--- config.mk ---
export PLATFORM = sky130hd
export DESIGN_NAME = rgb_led_chain_serializer
export DESIGN_NICKNAME = d
export VERILOG_FILES = /design/src/hdl/rlcs_pkg.sv /design/src/hdl/rgb_led_chain_serializer.sv /design/src/hdl/rlcs_ram.sv
export VERILOG_INCLUDE_DIRS = /design/src /design/src/hdl
export SDC_FILE = /design/constraint.sdc
export NUM_CORES = 1
export LEC_CHECK = 0
export BUFFER_PORTS_ARGS = -buffer_cell sky130_fd_sc_hd__buf_2
export CAP_MARGIN = 20
export CORE_AREA = 4 4 194 196
export DETAILED_ROUTE_END_ITERATION = 10
export DIE_AREA = 0 0 198 200
export GPL_ROUTABILITY_DRIVEN = 0
export MAX_ROUTING_LAYER = met4
export PLACE_DENSITY_LB_ADDON = 0.3
export SLEW_MARGIN = 20
export SYNTH_ARGS = -nofsm -noshare
export SYNTH_HDL_FRONTEND = slang
export SYNTH_SLANG_ARGS = --single-unit
export TNS_END_PERCENT = 1
--- constraint.sdc ---
create_clock -name clk -period 4.9 [get_ports clk]
set_clock_uncertainty 0.2 [all_clocks]
set_input_delay 0.735 -clock clk [delete_from_list [all_inputs] [get_ports clk]]
set_output_delay 0.735 -clock clk [all_outputs]
set_load 0.02 [all_outputs]
--- src/hdl/assert_macros.svh ---
// Assertion macros shared by the RTL of the LED chain serializer.
// No dependencies; included by the files that carry assertions.
`ifndef ASSERT_MACROS_SVH
`define ASSERT_MACROS_SVH

// Property that must hold at every rising edge outside reset.
`define ASSERT_ALWAYS(label, clock, rst_n, prop, msg) \
	label: assert property (@(posedge clock) disable iff (!rst_n) (prop)) else $error(msg);

// Consequence that must hold in the cycle after the antecedent.
`define ASSERT_NEXT(label, clock, rst_n, ante, cons, msg) \
	label: assert property (@(posedge clock) disable iff (!rst_n) (ante) |=> (cons)) \
		else $error(msg);

`endif

--- src/hdl/rlcs_pkg.sv ---
// Types, codes and the color palette of the LED chain serializer.
// No dependencies; imported by the serializer top level.
package rlcs_pkg;

	// Command codes of the request stream.
	localparam logic [2:0] CMD_TICK    = 3'd0;
	localparam logic [2:0] CMD_SET_RGB = 3'd1;
	localparam logic [2:0] CMD_SET_PAL = 3'd2;
	localparam logic [2:0] CMD_FILL    = 3'd3;
	localparam logic [2:0] CMD_REFRESH = 3'd4;

	// Configuration register indexes.
	localparam logic [2:0] REG_PERIOD     = 3'd0;
	localparam logic [2:0] REG_DUTY_SET   = 3'd1;
	localparam logic [2:0] REG_DUTY_CLEAR = 3'd2;
	localparam logic [2:0] REG_LATCH_GAP  = 3'd3;
	localparam logic [2:0] REG_ACTIVE     = 3'd4;

	localparam int unsigned BITS_PER_LED = 24;
	localparam logic [4:0] LAST_BIT = 5'(BITS_PER_LED - 1);

	typedef enum logic [1:0] {
		PH_IDLE,
		PH_SEND,
		PH_GAP
	} phase_t;

	// Colors are packed green in the top byte, then red, then blue.
	typedef logic [23:0] grb_t;

	function automatic grb_t palette_color(input logic [3:0] idx);
		grb_t c;
		begin
			case (idx)
				4'd0:    c = 24'h000000; // black
				4'd1:    c = 24'h404040; // white
				4'd2:    c = 24'h004000; // red
				4'd3:    c = 24'h400000; // green
				4'd4:    c = 24'h000040; // blue
				4'd5:    c = 24'h404000; // yellow
				4'd6:    c = 24'h400040; // cyan
				4'd7:    c = 24'h004040; // magenta
				4'd8:    c = 24'h204000; // orange
				4'd9:    c = 24'h002040; // purple
				4'd10:   c = 24'h1A402D; // pink
				default: c = 24'h000000; // indices past the palette read as black
			endcase
			return c;
		end
	endfunction

endpackage

--- src/hdl/rgb_led_chain_serializer.sv ---
// Top level of the one-wire RGB LED chain serializer: command decode, frame buffer,
// waveform counters and result register. Depends on rlcs_pkg, rlcs_ram and
// assert_macros.svh.
//
//   channel  | direction | content
//   ---------+-----------+----------------------------------------------------------
//   s_t*     | in        | requests: cmd, led, red, green, blue, color
//   m_t*     | out       | results: line, busy_res, accepted (one per request)
//   cfg_*    | in        | register writes: period, duties, latch gap, active level
//
// The whole update of a request happens in the cycle it is accepted
// and its result sits in the output register on the next cycle.
// A request is taken in every cycle in which the output register is empty or drained.
// A stall on the result side holds the result and stops requests; nothing is lost.
// Reset is asynchronous and needs no clearing pass: per-entry valid bits and a fill
// color stand in for clearing the frame buffer, so the block works from the first edge.
`include "assert_macros.svh"

module rgb_led_chain_serializer
	import rlcs_pkg::*;
#(
	parameter int LED_COUNT = 16
) (
	input  logic        clk,
	input  logic        arst_n,
	// Request channel.
	input  logic        s_tvalid,
	output logic        s_tready,
	// s_tdata: cmd[2:0], led[6:3], red[14:7], green[22:15], blue[30:23],
	// color[34:31], zero fill [39:35]
	input  logic [39:0] s_tdata,
	// Result channel.
	output logic        m_tvalid,
	input  logic        m_tready,
	// m_tdata: line[0], busy_res[1], accepted[2], zero fill [7:3]
	output logic [7:0]  m_tdata,
	// Configuration write port.
	input  logic        cfg_wr_en,
	input  logic [2:0]  cfg_index,
	input  logic [11:0] cfg_data
);

	localparam int AW = (LED_COUNT > 1) ? $clog2(LED_COUNT) : 1;
	localparam logic [AW-1:0] LED_LAST = AW'(LED_COUNT - 1);
	localparam logic [8:0] LED_LIMIT = 9'(LED_COUNT);

	// Request fields.
	logic [2:0] cmd;
	logic [3:0] led;
	logic [7:0] red;
	logic [7:0] green;
	logic [7:0] blue;
	logic [3:0] color;

	assign cmd   = s_tdata[2:0];
	assign led   = s_tdata[6:3];
	assign red   = s_tdata[14:7];
	assign green = s_tdata[22:15];
	assign blue  = s_tdata[30:23];
	assign color = s_tdata[34:31];

	// Configuration registers.
	logic [5:0]  period_q;
	logic [5:0]  duty_set_q;
	logic [5:0]  duty_clr_q;
	logic [11:0] gap_len_q;
	logic        act_q;

	// Waveform state.
	phase_t      phase_q, phase_d;
	logic [AW-1:0] led_cnt_q, led_cnt_d;
	logic [4:0]  bit_cnt_q, bit_cnt_d;
	logic [5:0]  tick_cnt_q, tick_cnt_d;
	logic [11:0] gap_cnt_q, gap_cnt_d;
	logic        held_q, held_d;

	// Frame buffer: a RAM plus per-entry valid bits; an entry not written since the
	// last fill (or reset) reads as the fill color.
	logic [LED_COUNT-1:0] vld_q;
	grb_t        fill_q;
	logic        fill_en;
	logic        wr_en;
	logic [AW-1:0] wr_addr;
	grb_t        wr_data;
	grb_t        ram_rd;
	logic        byp_q;
	grb_t        byp_data_q;
	grb_t        word;
	logic        bit_val;
	logic [5:0]  duty;
	logic        led_in_range;

	// Result register.
	logic        out_valid_q;
	logic        res_line_q;
	logic        res_busy_q;
	logic        res_acc_q;
	logic        res_line_d;
	logic        res_acc_d;

	logic        acc;
	logic        inact;
	logic [6:0]  tick_inc;
	logic [12:0] gap_inc;

	// The output register parts the two sides: a new request enters whenever the
	// held result leaves in the same cycle or there is none.
	assign s_tready = !out_valid_q || m_tready;
	assign acc      = s_tvalid && s_tready;
	assign m_tvalid = out_valid_q;
	assign m_tdata  = {5'd0, res_acc_q, res_busy_q, res_line_q};

	assign inact = ~act_q;

	always_ff @(posedge clk or negedge arst_n) begin
		if (!arst_n) begin
			period_q   <= 6'd20;
			duty_set_q <= 6'd6;
			duty_clr_q <= 6'd13;
			gap_len_q  <= 12'd1600;
			act_q      <= 1'b1;
		end else if (cfg_wr_en) begin
			case (cfg_index)
				REG_PERIOD:     period_q   <= cfg_data[5:0];
				REG_DUTY_SET:   duty_set_q <= cfg_data[5:0];
				REG_DUTY_CLEAR: duty_clr_q <= cfg_data[5:0];
				REG_LATCH_GAP:  gap_len_q  <= cfg_data;
				REG_ACTIVE:     act_q      <= cfg_data[0];
				default: ;
			endcase
		end
	end

	// The RAM read port follows the next LED counter, so during a refresh the word of
	// the current LED has already been read and is ready. A write that lands on the
	// address being read is forwarded for one cycle.
	rlcs_ram #(
		.WIDTH($bits(grb_t)),
		.DEPTH(LED_COUNT),
		.AW   (AW)
	) u_frame (
		.clk    (clk),
		.wr_en  (wr_en),
		.wr_addr(wr_addr),
		.wr_data(wr_data),
		.rd_addr(led_cnt_d),
		.rd_data(ram_rd)
	);

	always_comb begin
		if (!vld_q[led_cnt_q]) begin
			word = fill_q;
		end else if (byp_q) begin
			word = byp_data_q;
		end else begin
			word = ram_rd;
		end
	end

	// Colors go out green first, most significant bit first.
	assign bit_val = word[LAST_BIT - bit_cnt_q];
	assign duty    = bit_val ? duty_set_q : duty_clr_q;

	assign led_in_range = ({5'd0, led} < LED_LIMIT);
	assign wr_addr      = AW'({28'd0, led});
	assign wr_data      = (cmd == CMD_SET_RGB) ? {green, red, blue} : palette_color(color);

	assign tick_inc = {1'b0, tick_cnt_q} + 7'd1;
	assign gap_inc  = {1'b0, gap_cnt_q} + 13'd1;

	always_comb begin
		phase_d    = phase_q;
		led_cnt_d  = led_cnt_q;
		bit_cnt_d  = bit_cnt_q;
		tick_cnt_d = tick_cnt_q;
		gap_cnt_d  = gap_cnt_q;
		held_d     = held_q;
		wr_en      = 1'b0;
		fill_en    = 1'b0;
		res_acc_d  = 1'b1;
		if (acc) begin
			if (cmd == CMD_TICK) begin
				case (phase_q)
					PH_SEND: begin
						held_d = (tick_cnt_q < duty) ? act_q : inact;
						// A period of zero or one ends the bit on every tick.
						if (tick_inc >= {1'b0, period_q}) begin
							tick_cnt_d = 6'd0;
							if (bit_cnt_q == LAST_BIT) begin
								bit_cnt_d = 5'd0;
								if (led_cnt_q == LED_LAST) begin
									led_cnt_d = '0;
									gap_cnt_d = 12'd0;
									phase_d   = (gap_len_q == 12'd0) ? PH_IDLE : PH_GAP;
								end else begin
									led_cnt_d = led_cnt_q + AW'(1);
								end
							end else begin
								bit_cnt_d = bit_cnt_q + 5'd1;
							end
						end else begin
							tick_cnt_d = tick_inc[5:0];
						end
					end
					PH_GAP: begin
						held_d = inact;
						if (gap_inc >= {1'b0, gap_len_q}) begin
							gap_cnt_d = 12'd0;
							phase_d   = PH_IDLE;
						end else begin
							gap_cnt_d = gap_inc[11:0];
						end
					end
					default: ;
				endcase
			end else if (phase_q != PH_IDLE) begin
				// Commands other than a tick are refused during a refresh and its latch gap.
				res_acc_d = 1'b0;
			end else begin
				if (cmd inside {CMD_SET_RGB, CMD_SET_PAL}) begin
					wr_en = led_in_range;
				end
				if (cmd == CMD_FILL) begin
					fill_en = 1'b1;
				end
				if (cmd inside {CMD_SET_PAL, CMD_FILL, CMD_REFRESH}) begin
					phase_d    = PH_SEND;
					led_cnt_d  = '0;
					bit_cnt_d  = 5'd0;
					tick_cnt_d = 6'd0;
					gap_cnt_d  = 12'd0;
					held_d     = inact;
				end
			end
		end
		// While idle a tick shows the held level; any other command shows the
		// inactive level.
		if (phase_d != PH_IDLE || cmd == CMD_TICK) begin
			res_line_d = held_d;
		end else begin
			res_line_d = inact;
		end
	end

	always_ff @(posedge clk or negedge arst_n) begin
		if (!arst_n) begin
			phase_q    <= PH_IDLE;
			led_cnt_q  <= '0;
			bit_cnt_q  <= 5'd0;
			tick_cnt_q <= 6'd0;
			gap_cnt_q  <= 12'd0;
			held_q     <= 1'b0;
			vld_q      <= '0;
			fill_q     <= '0;
			byp_q      <= 1'b0;
		end else begin
			phase_q    <= phase_d;
			led_cnt_q  <= led_cnt_d;
			bit_cnt_q  <= bit_cnt_d;
			tick_cnt_q <= tick_cnt_d;
			gap_cnt_q  <= gap_cnt_d;
			held_q     <= held_d;
			byp_q      <= wr_en && (wr_addr == led_cnt_d);
			if (fill_en) begin
				vld_q  <= '0;
				fill_q <= palette_color(color);
			end else if (wr_en) begin
				vld_q[wr_addr] <= 1'b1;
			end
		end
	end

	always_ff @(posedge clk) begin
		byp_data_q <= wr_data;
	end

	always_ff @(posedge clk or negedge arst_n) begin
		if (!arst_n) begin
			out_valid_q <= 1'b0;
		end else if (s_tready) begin
			out_valid_q <= s_tvalid;
		end
	end

	always_ff @(posedge clk) begin
		if (acc) begin
			res_line_q <= res_line_d;
			res_busy_q <= (phase_d != PH_IDLE);
			res_acc_q  <= res_acc_d;
		end
	end

	// Outside a refresh all waveform counters rest at zero.
	`ASSERT_ALWAYS(a_idle_counters_clear, clk, arst_n, phase_q != PH_IDLE || (led_cnt_q == '0 && bit_cnt_q == 5'd0 && tick_cnt_q == 6'd0 && gap_cnt_q == 12'd0), "waveform counters not clear while idle")
	// The bit counter never leaves one LED's word.
	`ASSERT_ALWAYS(a_bit_in_word, clk, arst_n, bit_cnt_q <= LAST_BIT, "bit counter past the last color bit")
	// The frame buffer is never written while a refresh is running.
	`ASSERT_ALWAYS(a_no_write_busy, clk, arst_n, !(wr_en || fill_en) || phase_q == PH_IDLE, "frame buffer written during refresh")
	// A command taken during a refresh comes back refused and busy.
	`ASSERT_NEXT(a_refused, clk, arst_n, acc && cmd != CMD_TICK && phase_q != PH_IDLE, m_tvalid && !m_tdata[2] && m_tdata[1], "command during refresh not refused")

endmodule

--- src/hdl/rlcs_ram.sv ---
// Generic single-write, single-read RAM with a registered read port.
// No dependencies; used for the LED frame buffer.
module rlcs_ram #(
	parameter int WIDTH = 24,
	parameter int DEPTH = 16,
	parameter int AW = (DEPTH > 1) ? $clog2(DEPTH) : 1
) (
	input  logic             clk,
	input  logic             wr_en,
	input  logic [AW-1:0]    wr_addr,
	input  logic [WIDTH-1:0] wr_data,
	input  logic [AW-1:0]    rd_addr,
	output logic [WIDTH-1:0] rd_data
);

	logic [WIDTH-1:0] mem [DEPTH];

	always_ff @(posedge clk) begin
		if (wr_en) begin
			mem[wr_addr] <= wr_data;
		end
		rd_data <= mem[rd_addr];
	end

endmodule
## Word-level counts from Yosys, hierarchy flattened

Memory sizes are Yosys's and may differ from the RTL's. A register that Yosys moved wholly into a read port is not among the register bits.
Index checks and enable logic that the tools add are counted.

- $add $sub $neg: 5
- Bitwise gates (word level): 2
- Equal/unequal tests: 20
- Reduce and logical (&&, ||, !) cells: 24
- Multiplexer cells: 67
- $lt $le $gt $ge: 7

Operators with widths:

| operator | number |
|---|---|
| two-way mux 12 bit | 7 |
| two-way mux 24 bit | 3 |
| two-way mux 6 bit | 6 |
| two-way mux 16 bit | 2 |
| two-way mux 4 bit | 8 |
| two-way mux 5 bit | 6 |
| case mux 12 bit (2 select lines) | 1 |
| two-way mux 1 bit | 20 |
| two-way mux 2 bit | 9 |
| bitwise OR 16 bit | 1 |
| adder 12 x 1 -> 13 bit, second input constant | 1 |
| greater-or-equal comparator 13 x 12 -> 1 bit | 1 |
| equality test 3 x 2 -> 1 bit, second input constant | 4 |
| zero test 12 bit | 1 |
| < comparator 4 x 5 -> 1 bit, second input constant | 2 |
| AND reduction 2 bit | 5 |
| nonzero test 2 bit | 5 |
| != test 3 bit, second input constant | 3 |
| adder 6 x 1 -> 7 bit, second input constant | 1 |
| greater-or-equal comparator 7 x 6 -> 1 bit | 1 |
| AND reduction 7 bit | 1 |
| equality test 3 x 1 -> 1 bit, second input constant | 2 |
| equality test 3 bit, second input constant | 2 |
| zero test 3 bit | 2 |
| other kinds (26) | 31 |

- Register bits after elaboration: 130
- Word-level logic and storage cells: 147
- Memory bits (read-only): 384
- Input port bits: 60
- Memories: 3
- RAM bits: 384
- Output and inout bits: 10

Memories:

| name | depth | width | rd ports | clocked after Yosys merged registers in | write ports | RTL line | source |
|---|---|---|---|---|---|---|---|
| u_frame.mem | 16 | 24 | 1 | 1 | 1 | rlcs_ram.sv:16 | `logic [WIDTH-1:0] mem [DEPTH];` |
| (no name shown) | 16 | 12 | 1 | 1 | 0 | rlcs_pkg.sv:34 | `case (idx)` |
| (no name shown) | 16 | 12 | 1 | 0 | 0 | rlcs_pkg.sv:34 |  |

## Depth between registers and ports, before layout

Gate-level depths: netlist of the first run.

- Depth after elaboration: 12
- Gate-level depth with buffers: 18
- Mapped depth without buffers: 16

## By module

A second synthesis of the first run with hierarchy kept.

- Cells, all modules: 1317
- Area, all modules: 21480.6 sq um

Modules (own cells, without submodules):

| module | times used | cells an instance | area each (sq um) | sequential area each (sq um) |
|---|---|---|---|---|
| rlcs_ram | 1 | 636 | 14930.6 | 12011.5 |
| rgb_led_chain_serializer | 1 | 681 | 6550.0 | 2711.4 |

## Worst setup path before layout of the first run

No wires, ideal clock.

- Path kind: input to register
- Start point: input m_tready
- End point: memory u_frame.mem[0][0] (enable)
- Path slack: 0.296 ns
- Cell stages on the path: 7
- Setup time: 0.438 ns
- Path buffers: 0
- Arrival time: 3.966 ns
- Required time: 4.262 ns
- Cell sequence: nand2b_1 nand2_1 inv_1 nand2_1 nor3_1 or3b_2 nor3_1

- Longest elaborated chain between the ends: 5

Ends and longest elaborated chain:

| element | RTL line | source |
|---|---|---|
| start, declared | rgb_led_chain_serializer.sv:34 | `input logic m_tready,` |
| logical OR 1 bit | rgb_led_chain_serializer.sv:108 | `assign s_tready = !out_valid_q \|\| m_tready;` |
| logical AND 1 bit | rgb_led_chain_serializer.sv:109 | `assign acc = s_tvalid && s_tready;` |
| two-way mux 1 bit | rgb_led_chain_serializer.sv:181 | `if (acc) begin` |
| two-way mux 1 bit | rlcs_ram.sv:19 | `if (wr_en) begin` |
| two-way mux 1 bit (not written as such) | rlcs_ram.sv:20 | `mem[wr_addr] <= wr_data;` |
| end, declared | rlcs_ram.sv:16 |  |

No other way between the ends.

## Worst setup path in the final report of the first run

- Start point: register tick_cnt_q[0]
- End point: register u_frame.rd_data[12] (read register of u_frame.mem)

- Longest elaborated chain between the ends: 6

Ends and longest elaborated chain:

| element | RTL line | source |
|---|---|---|
| start, declared | rgb_led_chain_serializer.sv:73 | `logic [5:0] tick_cnt_q, tick_cnt_d;` |
| start signal, assigned | rgb_led_chain_serializer.sv:260 | `tick_cnt_q <= tick_cnt_d;` |
| adder 6 x 1 -> 7 bit | rgb_led_chain_serializer.sv:168 | `assign tick_inc = {1'b0, tick_cnt_q} + 7'd1;` |
| greater-or-equal comparator 7 x 6 -> 1 bit | rgb_led_chain_serializer.sv:187 | `if (tick_inc >= {1'b0, period_q}) begin` |
| two-way mux 4 bit | rgb_led_chain_serializer.sv:187 |  |
| two-way mux 4 bit | rgb_led_chain_serializer.sv:183 | `case (phase_q)` |
| two-way mux 4 bit | rgb_led_chain_serializer.sv:182 | `if (cmd == CMD_TICK) begin` |
| two-way mux 4 bit | rgb_led_chain_serializer.sv:181 |  |
| end, declared | rlcs_ram.sv:13 | `output logic [WIDTH-1:0] rd_data` |

No other way between the ends.
A chain may end at the register's enable or synchronous reset.

==> metrics.md, run 1 <==
| Metric | Value |
|---|---|
| Status | `finished, final reports clean` |
| Crit path capture type | `flip-flop` |
| Total Routing Usage GR | `0.274` |
| Yosys reg bits | `520` |
| # resized after CTS | `0` |
| Die ar. | `39600 um2` |
| Max Fclk | `0.217 GHz` |
| Tot Pwr | `between 9 and 10 mW` |
| Main synth FF type | `edfxtp_1` |
| Reg2Reg Setup Slack | `around 0.30 ns` |
| Worst Setup SP | `tick_cnt_q[0]$_DFFE_PN0P_` |
| Pins Over Slew Limit | `0` |
| Quantity of hold-fixing buffers added after cts | `0` |
| IO Port Bufs | `59` |
| Post-Syn Instances | `1565` |
| Pre-antenna DRT Iters | `5` |
| Tmin final | `about 4.6 ns` |
| Rows | `70` |
| Clk_lat worst skew | `0.60 ns` |
| Gr ovfl total | `0` |
| Clock buffer depth | `3` |
| Setup CP Type | `reg -> reg` |
| WL final | `about 53000 um` |
| DRT antenna net count | `0` |
| CTS Buf Count | `51` |
| Maxcap violations | `0` |
| Final hold vios | `0` |
| Die width | `roughly 200 um` |
| Core Area | `approximately 36000 um2` |
| WP data arrival | `4.93 ns` |
| Final nets | `between 1.5k and 2k` |
| Worst EP required | `5.23 ns` |
| Die height | `roughly 200 um` |
| Drt initial violations | `around 1.6k` |
| Worst-margin pin slew | `1.08 ns` |
| DR DRC count | `0` |
| Origin of the critical flop-to-flop path | `tick_cnt_q[0]$_DFFE_PN0P_` |
| Setup crit end | `u_frame.rd_data[12]$_DFF_P_` |
| Starting Density | `0.613` |
| Routed wire per std cell | `around 25 um` |
| Hold Crit Class | `in -> async` |
| Multi-input logic area | `between 6000 and 7000 um2` |
| First-pass GRT wire length | `79700 um` |
| Clock Sinks | `520` |
| VDD IR max | `0.371 mV` |
| R2r endpoint | `u_frame.rd_data[12]$_DFF_P_` |
| Share of cells above drive strength 1 | `0.168` |
| Async SR Flop Fraction | `0.163` |
| HPWL after DPL | `29100 um` |
| Period utilization | `0.940` |
| Seq/Total Area, Yosys | `0.666` |
| Seq. cell area | `around 15000 um2` |
| Synth Warn # | `0` |
| Vias | `between 10k and 15k` |
| TritonCTS clock tree | `done` |
| Root Driver | `clkbuf_16` |
| Syn-to-layout area delta | `12.7%` |
| IO Pins | `70` |
| CTS clk-pin slew, worst paths | `~0.06 ns` |
| Post-layout util | `0.691` |
| Reg2reg path depth | `12` |
| Vias in the first global route | `roughly 13k` |
| Initial antenna violation count | `0` |
| Slew Limit Headroom | `0.276` |
| Power per cell area | `between 300 and 400 nW/um2` |
| Design area | `roughly 25000 um2` |
| CP Max Fanout | `93` |
| Synth unique cells | `63` |
| Number of flops mapped to enable cells by yosys | `between 300 and 400` |
| CTS HTree Levels | `2` |
| Fillers | `around 2.4k` |
| Startpoint Class | `flip-flop` |
| Avg Cell Area, Syn | `14.1 um2` |
| Leakage power total | `slightly below 9 nW` |
| Area after DPL | `between 20000 and 25000 um2` |
| Vias per cell | `6.53` |
| Post-Syn Area | `~22000 um2` |
| Pin count of the biggest net entering global routing | `a little under 100` |
| Setup Viol. Count Final | `0` |
| RSZ-0062 raised after global routing | `no` |
[state kept, by name, summed over array words and instances (netlist names)]
| register | flops |
|---|---|
| byp_q | 1 |
| duty_clr_q | 6 |
| led_cnt_q | 4 |
| vld_q | 16 |
| u_frame.rd_data | 24 |
| gap_len_q | 12 |
| res_acc_q | 1 |
| res_busy_q | 1 |
| res_line_q | 1 |
| period_q | 6 |
| act_q | 1 |
| duty_set_q | 6 |
| held_q | 1 |
| u_frame.mem | 384 |
| fill_q | 6 |
| byp_data_q | 24 |
| gap_cnt_q | 12 |
| tick_cnt_q | 6 |
| phase_q | 2 |
| bit_cnt_q | 5 |
| m_tvalid | 1 |
[final cells by class]
cell class	instances	area share
clock inverter	29	0.0104
inverter	44	0.00662
clock buffer	66	0.0567
antenna	2	0.000201
sequential	520	0.590
multi-input combinational	890	0.278
tap	468	0.0235
timing repair buffer	109	0.0342
[layer usage]
metal,share of wire,up-vias,track usage
li1,-,6247,-
met1,0.40,6968,0.361
met2,0.50,584,0.447
met3,0.081,87,0.0463
met4,0.022,0,0.0773
met5,0,-,-
[power by group]
group | leakage, nW | internal (mW) | switching (mW)
Clock | 0.830 | 2.25 | 1.65
Combinational | 2.94 | 0.240 | 0.329
Sequential | 5.05 | 4.87 | 0.0880
Total | 8.82 | 7.36 | 2.06
[critical path, cell delays in order, from the launching register on]
cell,delay (ns)
dfrtp_1,0.47
ha_1,0.30
nand3_1,0.14
xnor2_1,0.18
ha_1,0.29
nand2_1,0.07
o211a_1,0.41
nor4_1,0.43
a311o_2,0.65
buf_12,0.38
a211oi_1,0.12
a2111oi_0,0.61
or4_1,0.20
[worst min path at each step]
| stage | from | end | slack [ns] | cells after the start |
|---|---|---|---|---|
| 2_1_floorplan | arst_n | bit_cnt_q[0]$_DFFE_PN0P_ | 0.24 | 0 |
| 3_3_place_gp | fill_q[21]$_DFFE_PN0P_ | fill_q[21]$_DFFE_PN0P_ | 0.27 | 2 |
| 3_5_place_dp | fill_q[6]$_DFFE_PN0P_ | fill_q[6]$_DFFE_PN0P_ | 0.27 | 2 |
| 4_1_cts | s_tvalid | m_tvalid$_DFFE_PN0N_ | 0.12 | 2 |
| 5_1_grt | arst_n | gap_len_q[11]$_DFFE_PN0P_ | 0.06 | 1 |
| 6_report | arst_n | gap_len_q[7]$_DFFE_PN0P_ | 0.01 | 1 |
[through the flow]
step / hold slack (ns) / TNS, ns / cells / worst slack (ns)
floorplan: 0.239 / 0 / 1569 / 0.296
global placement: 0.267 / 0 / 2029 / 0.0104
detailed placement: 0.272 / -0.335 / 2029 / -0.0683
CTS: 0.122 / 0 / 2125 / 0.0196
global route: 0.0571 / 0 / 2126 / 0.0217
finish: 0.00992 / 0 / 2128 / 0.296
[logic make-up (layout without fill, tap and decap cells)]
kind of cell               count (synthesis)  in the layout  synth area share
muxes                                    166            166            0.0834
buffers and inverters                    160            248            0.0300
adders and majority gates                 35             35            0.0198
xor gates and xnor gates                  19             19           0.00752
DFF                                      520            520             0.666
AOI/OAI and AO/OA                        326            327             0.111
other                                      1              7          0.000170
and+or+nand+nor                          338            338            0.0828
[timing repair]
action,CTS,global route
buffers inserted,0,1
pin swaps,1,0
setup endpoints to repair,17,14
gates cloned,1,0
[synthesized netlist by cell type, drive strengths merged (2+ instances only)]
cell type	n	share of area
o21a	20	0.0068
nor4	4	0.0011
edfxtp	387	0.53
dfstp	11	0.013
a2111oi	96	0.038
a31oi	8	0.0023
mux4	11	0.011
o211ai	4	0.0014
mux2i	118	0.053
o31ai	2	0.00068
nand3	27	0.0061
nor2	41	0.0070
a21o	15	0.0051
nand2b	7	0.0020
a211oi	100	0.034
or3	3	0.00085
nand2	71	0.012
o21ai	45	0.010
o221ai	2	0.0011
dfxtp	48	0.043
a21oi	19	0.0043
nand3b	5	0.0017
dfrtp	74	0.084
clkbuf	85	0.014
mux2	37	0.019
buf	31	0.0080
xnor2	13	0.0051
a22oi	2	0.00068
nand4	8	0.0023
nor2b	10	0.0028
xor2	6	0.0024
or4	25	0.0085
and2	16	0.0045
nor3	12	0.0027
and4	2	0.00079
inv	44	0.0075
a211o	2	0.00079
and3	104	0.029
ha	35	0.020
[cell usage in the layout (no fill, tap or decap), types with 12 or more instances in the layout]
cell	Yosys	routed
buf_4	8	36
mux2_2	36	36
a21oi_1	19	19
clkbuf_16	0	52
nor2_1	41	29
inv_1	44	43
o21ai_0	44	44
nand2_1	71	70
or4_1	25	25
o21a_1	20	20
and2_1	15	15
clkinv_2	0	14
ha_1	35	35
nand3_1	27	27
buf_2	13	58
edfxtp_1	387	387
buf_12	0	14
dfrtp_1	74	74
dfxtp_1	48	48
and3_1	104	104
a21o_1	15	15
nor2_4	0	12
a211oi_1	99	99
a2111oi_0	96	96
xnor2_1	13	13
mux2i_1	118	116
No activity file was read; power rests on OpenSTA's default activity.
==> inputs of run 2 (changes only) <==
PLACE_DENSITY = 0.79   (was unset)
PLACE_DENSITY_LB_ADDON = unset   (was 0.3)
SLEW_MARGIN = unset   (was 20)
==> run 2 against run 1 <==
Net effect: maximum frequency up 1.6%; highest routed layer unchanged; core utilization is essentially flat; largest cell class unchanged; register-to-register slack improved by 0.07 ns; critical endpoint is now res_line_q$_DFFE_PP_.
==> metrics.md, run 2 (synthesis gave the netlist of run 1 again) <==
| Metric | Value |
|---|---|
| Syn-to-layout area delta | `12.6%` |
| Reg2Reg Setup Slack | `between 0.3 and 0.4 ns` |
| Hold Crit Class | `in -> reg` |
| Buf/Inv on CP | `1` |
| Cell chain of the critical path | `mux2i_1 -> a211oi_1 -> o21ai_1 -> and3_1 -> o311a_1 -> a221o_1 -> a32oi_4 -> buf_4 -> mux2i_1 -> ha_1 -> a21o_1 -> a21oi_1 -> nand3_1 -> mux2_1 -> nand4_1` |
| Design area | `around 25000 um2` |
| Gr ovfl total | `0` |
| Clk_lat worst skew | `about 0.59 ns` |
| Endpoint, Worst Hold | `m_tvalid$_DFFE_PN0N_` |
| Area after DPL | `23200 um2` |
| Post-CTS setup buffer count | `0` |
| CTS Buf Count | `50` |
| Vias | `13.7k` |
| Origin of the critical flop-to-flop path | `led_cnt_q[0]$_DFF_PN0_` |
| Core Area | `between 30000 and 40000 um2` |
| First-pass GRT wire length | `78500 um` |
| R2r endpoint | `res_line_q$_DFFE_PP_` |
| CTS HTree Levels | `2` |
| Crit path capture type | `flip-flop` |
| Period utilization | `0.924` |
| CTS clk-pin slew, worst paths | `~0.060 ns` |
| Tmin final | `between 4 and 5 ns` |
| Pins Over Slew Limit | `0` |
| VDD IR max | `0.359 mV` |
| Setup TNS | `0 ns` |
| RSZ-0062 raised after global routing | `no` |
| Commonest non-fill, non-tap cells in the layout | `edfxtp_1, mux2i_1, and3_1, a211oi_1, a2111oi_0` |
| DRT antenna net count | `0` |
| TritonCTS clock tree | `done` |
| Starting Density | `0.613` |
| Leakage power total | `about 8.8 nW` |
| IO Port Bufs | `59` |
| Pin count of the biggest net entering global routing | `around 110` |
| Vias in the first global route | `between 10k and 15k` |
| Share of cells above drive strength 1 | `0.160` |
| Maxcap violations | `0` |
| CP Max Fanout | `9` |
| Clock buffer depth | `3` |
| Max Fclk | `0.221 GHz` |
| DR DRC count | `0` |
| Die ar. | `~40000 um2` |
| WHS Path Cells | `2` |
| Max reg flops | `384` |
| Max incr delay on CP | `0.60 ns` |
| Clock Sinks | `520` |
| Startpoint Class | `flip-flop` |
| Setup Viol. Count Final | `0` |
| Pre-antenna DRT Iters | `5` |
| Power per cell area | `approximately 370 nW/um2` |
| WP data arrival | `approximately 4.8 ns` |
| Most flops, register | `u_frame.mem` |
| Root Driver | `clkbuf_16` |
| Worst-margin pin slew | `about 1.1 ns` |
| Final hold vios | `0` |
| Die height | `~200 um` |
| Critical Path Most Common Cell | `mux2i_1` |
| Hold path start | `s_tvalid` |
| Worst EP required | `5.15 ns` |
| Top flop regs | `u_frame.mem: 384 flops, byp_data_q: 24 flops, u_frame.rd_data: 24 flops` |
| Final nets | `1707` |
| Status | `finished, final reports clean` |
| Initial antenna violation count | `2` |
| Setup CP Type | `reg -> reg` |
| IO Pins | `70` |
| Delay-heaviest family, CP | `compound AO/OA/AOI/OAI gates` |
| Routed wire per std cell | `between 20 and 25 um` |
| Rows | `70` |
| Total Routing Usage GR | `0.269` |
| HPWL after DPL | `between 20000 and 30000 um` |
| Vias per cell | `6.47` |
| Die width | `between 150 and 200 um` |
| Most common cell after layout, fill and taps aside | `edfxtp_1` |
| Reg2reg path depth | `15` |
| WL final | `~52000 um` |
| Slew Limit Headroom | `0.243` |
| Critical-path top delay cell | `dfrtp_1` |
| Tot Pwr | `9.31 mW` |
| Drt initial violations | `approximately 1.4k` |
run 2: per-stage QoR:
step / utilization / hold WS [ns] / setup WS, ns / cells
floorplan: - / 0.239 / 0.296 / 1569
global placement: 0.644 / 0.259 / 0.519 / 2025
detailed placement: 0.644 / 0.267 / 0.408 / 2025
CTS: 0.689 / 0.126 / 0.359 / 2118
global route: 0.690 / 0.161 / 0.161 / 2122
finish: 0.691 / 0.146 / 0.371 / 2124
run 2: per-layer routing:
| layer | vias to the layer above | global-route usage | wire length, um |
|---|---|---|---|
| li1 | 6236 | - | - |
| met1 | 6813 | 0.359 | 21200 |
| met2 | 578 | 0.422 | 25000 |
| met3 | 110 | 0.0480 | 3900 |
| met4 | 0 | 0.0956 | 1650 |
| met5 | - | - | 0 |
run 2: report_power, final:
part	internal, mW	switching [mW]
sequential	4.87	0.0894
combinational	0.243	0.339
clock	2.18	1.60
run 2: area by class of cell:
class	instances	area [um2]
clock inverters	12	104
well taps	468	586
flip-flops and latches	520	14700
clock buffers	81	1520
multi-input cells	889	6910
fillers	2365	11200
diodes	3	7.51
repair buffers	107	906
inverters	44	165
run 2: worst max-delay path by stage:
stage / from / end / slack, ns / depth (start not counted)
2_1_floorplan: m_tready / u_frame.mem[0][0]$_DFFE_PP_ / 0.30 / 7
3_3_place_gp: led_cnt_q[0]$_DFF_PN0_ / res_line_q$_DFFE_PP_ / 0.52 / 15
3_5_place_dp: led_cnt_q[0]$_DFF_PN0_ / res_line_q$_DFFE_PP_ / 0.41 / 15
4_1_cts: led_cnt_q[0]$_DFF_PN0_ / res_line_q$_DFFE_PP_ / 0.36 / 15
5_1_grt: led_cnt_q[0]$_DFF_PN0_ / res_line_q$_DFFE_PP_ / 0.16 / 15
6_report: led_cnt_q[0]$_DFF_PN0_ / res_line_q$_DFFE_PP_ / 0.37 / 15
run 2: worst reg2reg max path: stages (launching register included):
cell and delay (ns):
dfrtp_1 0.60, mux2i_1 0.17, a211oi_1 0.32, o21ai_1 0.17, and3_1 0.34, o311a_1 0.39
a221o_1 0.38, a32oi_4 0.24, buf_4 0.22, mux2i_1 0.20, ha_1 0.26, a21o_1 0.16
a21oi_1 0.24, nand3_1 0.12, mux2_1 0.33, nand4_1 0.08
run 2: what timing repair did:
item | in CTS | in global routing
gates resized for setup | 0 | 0
endpoints found under the hold margin | 0 | 7
hold buffers | 0 | 1
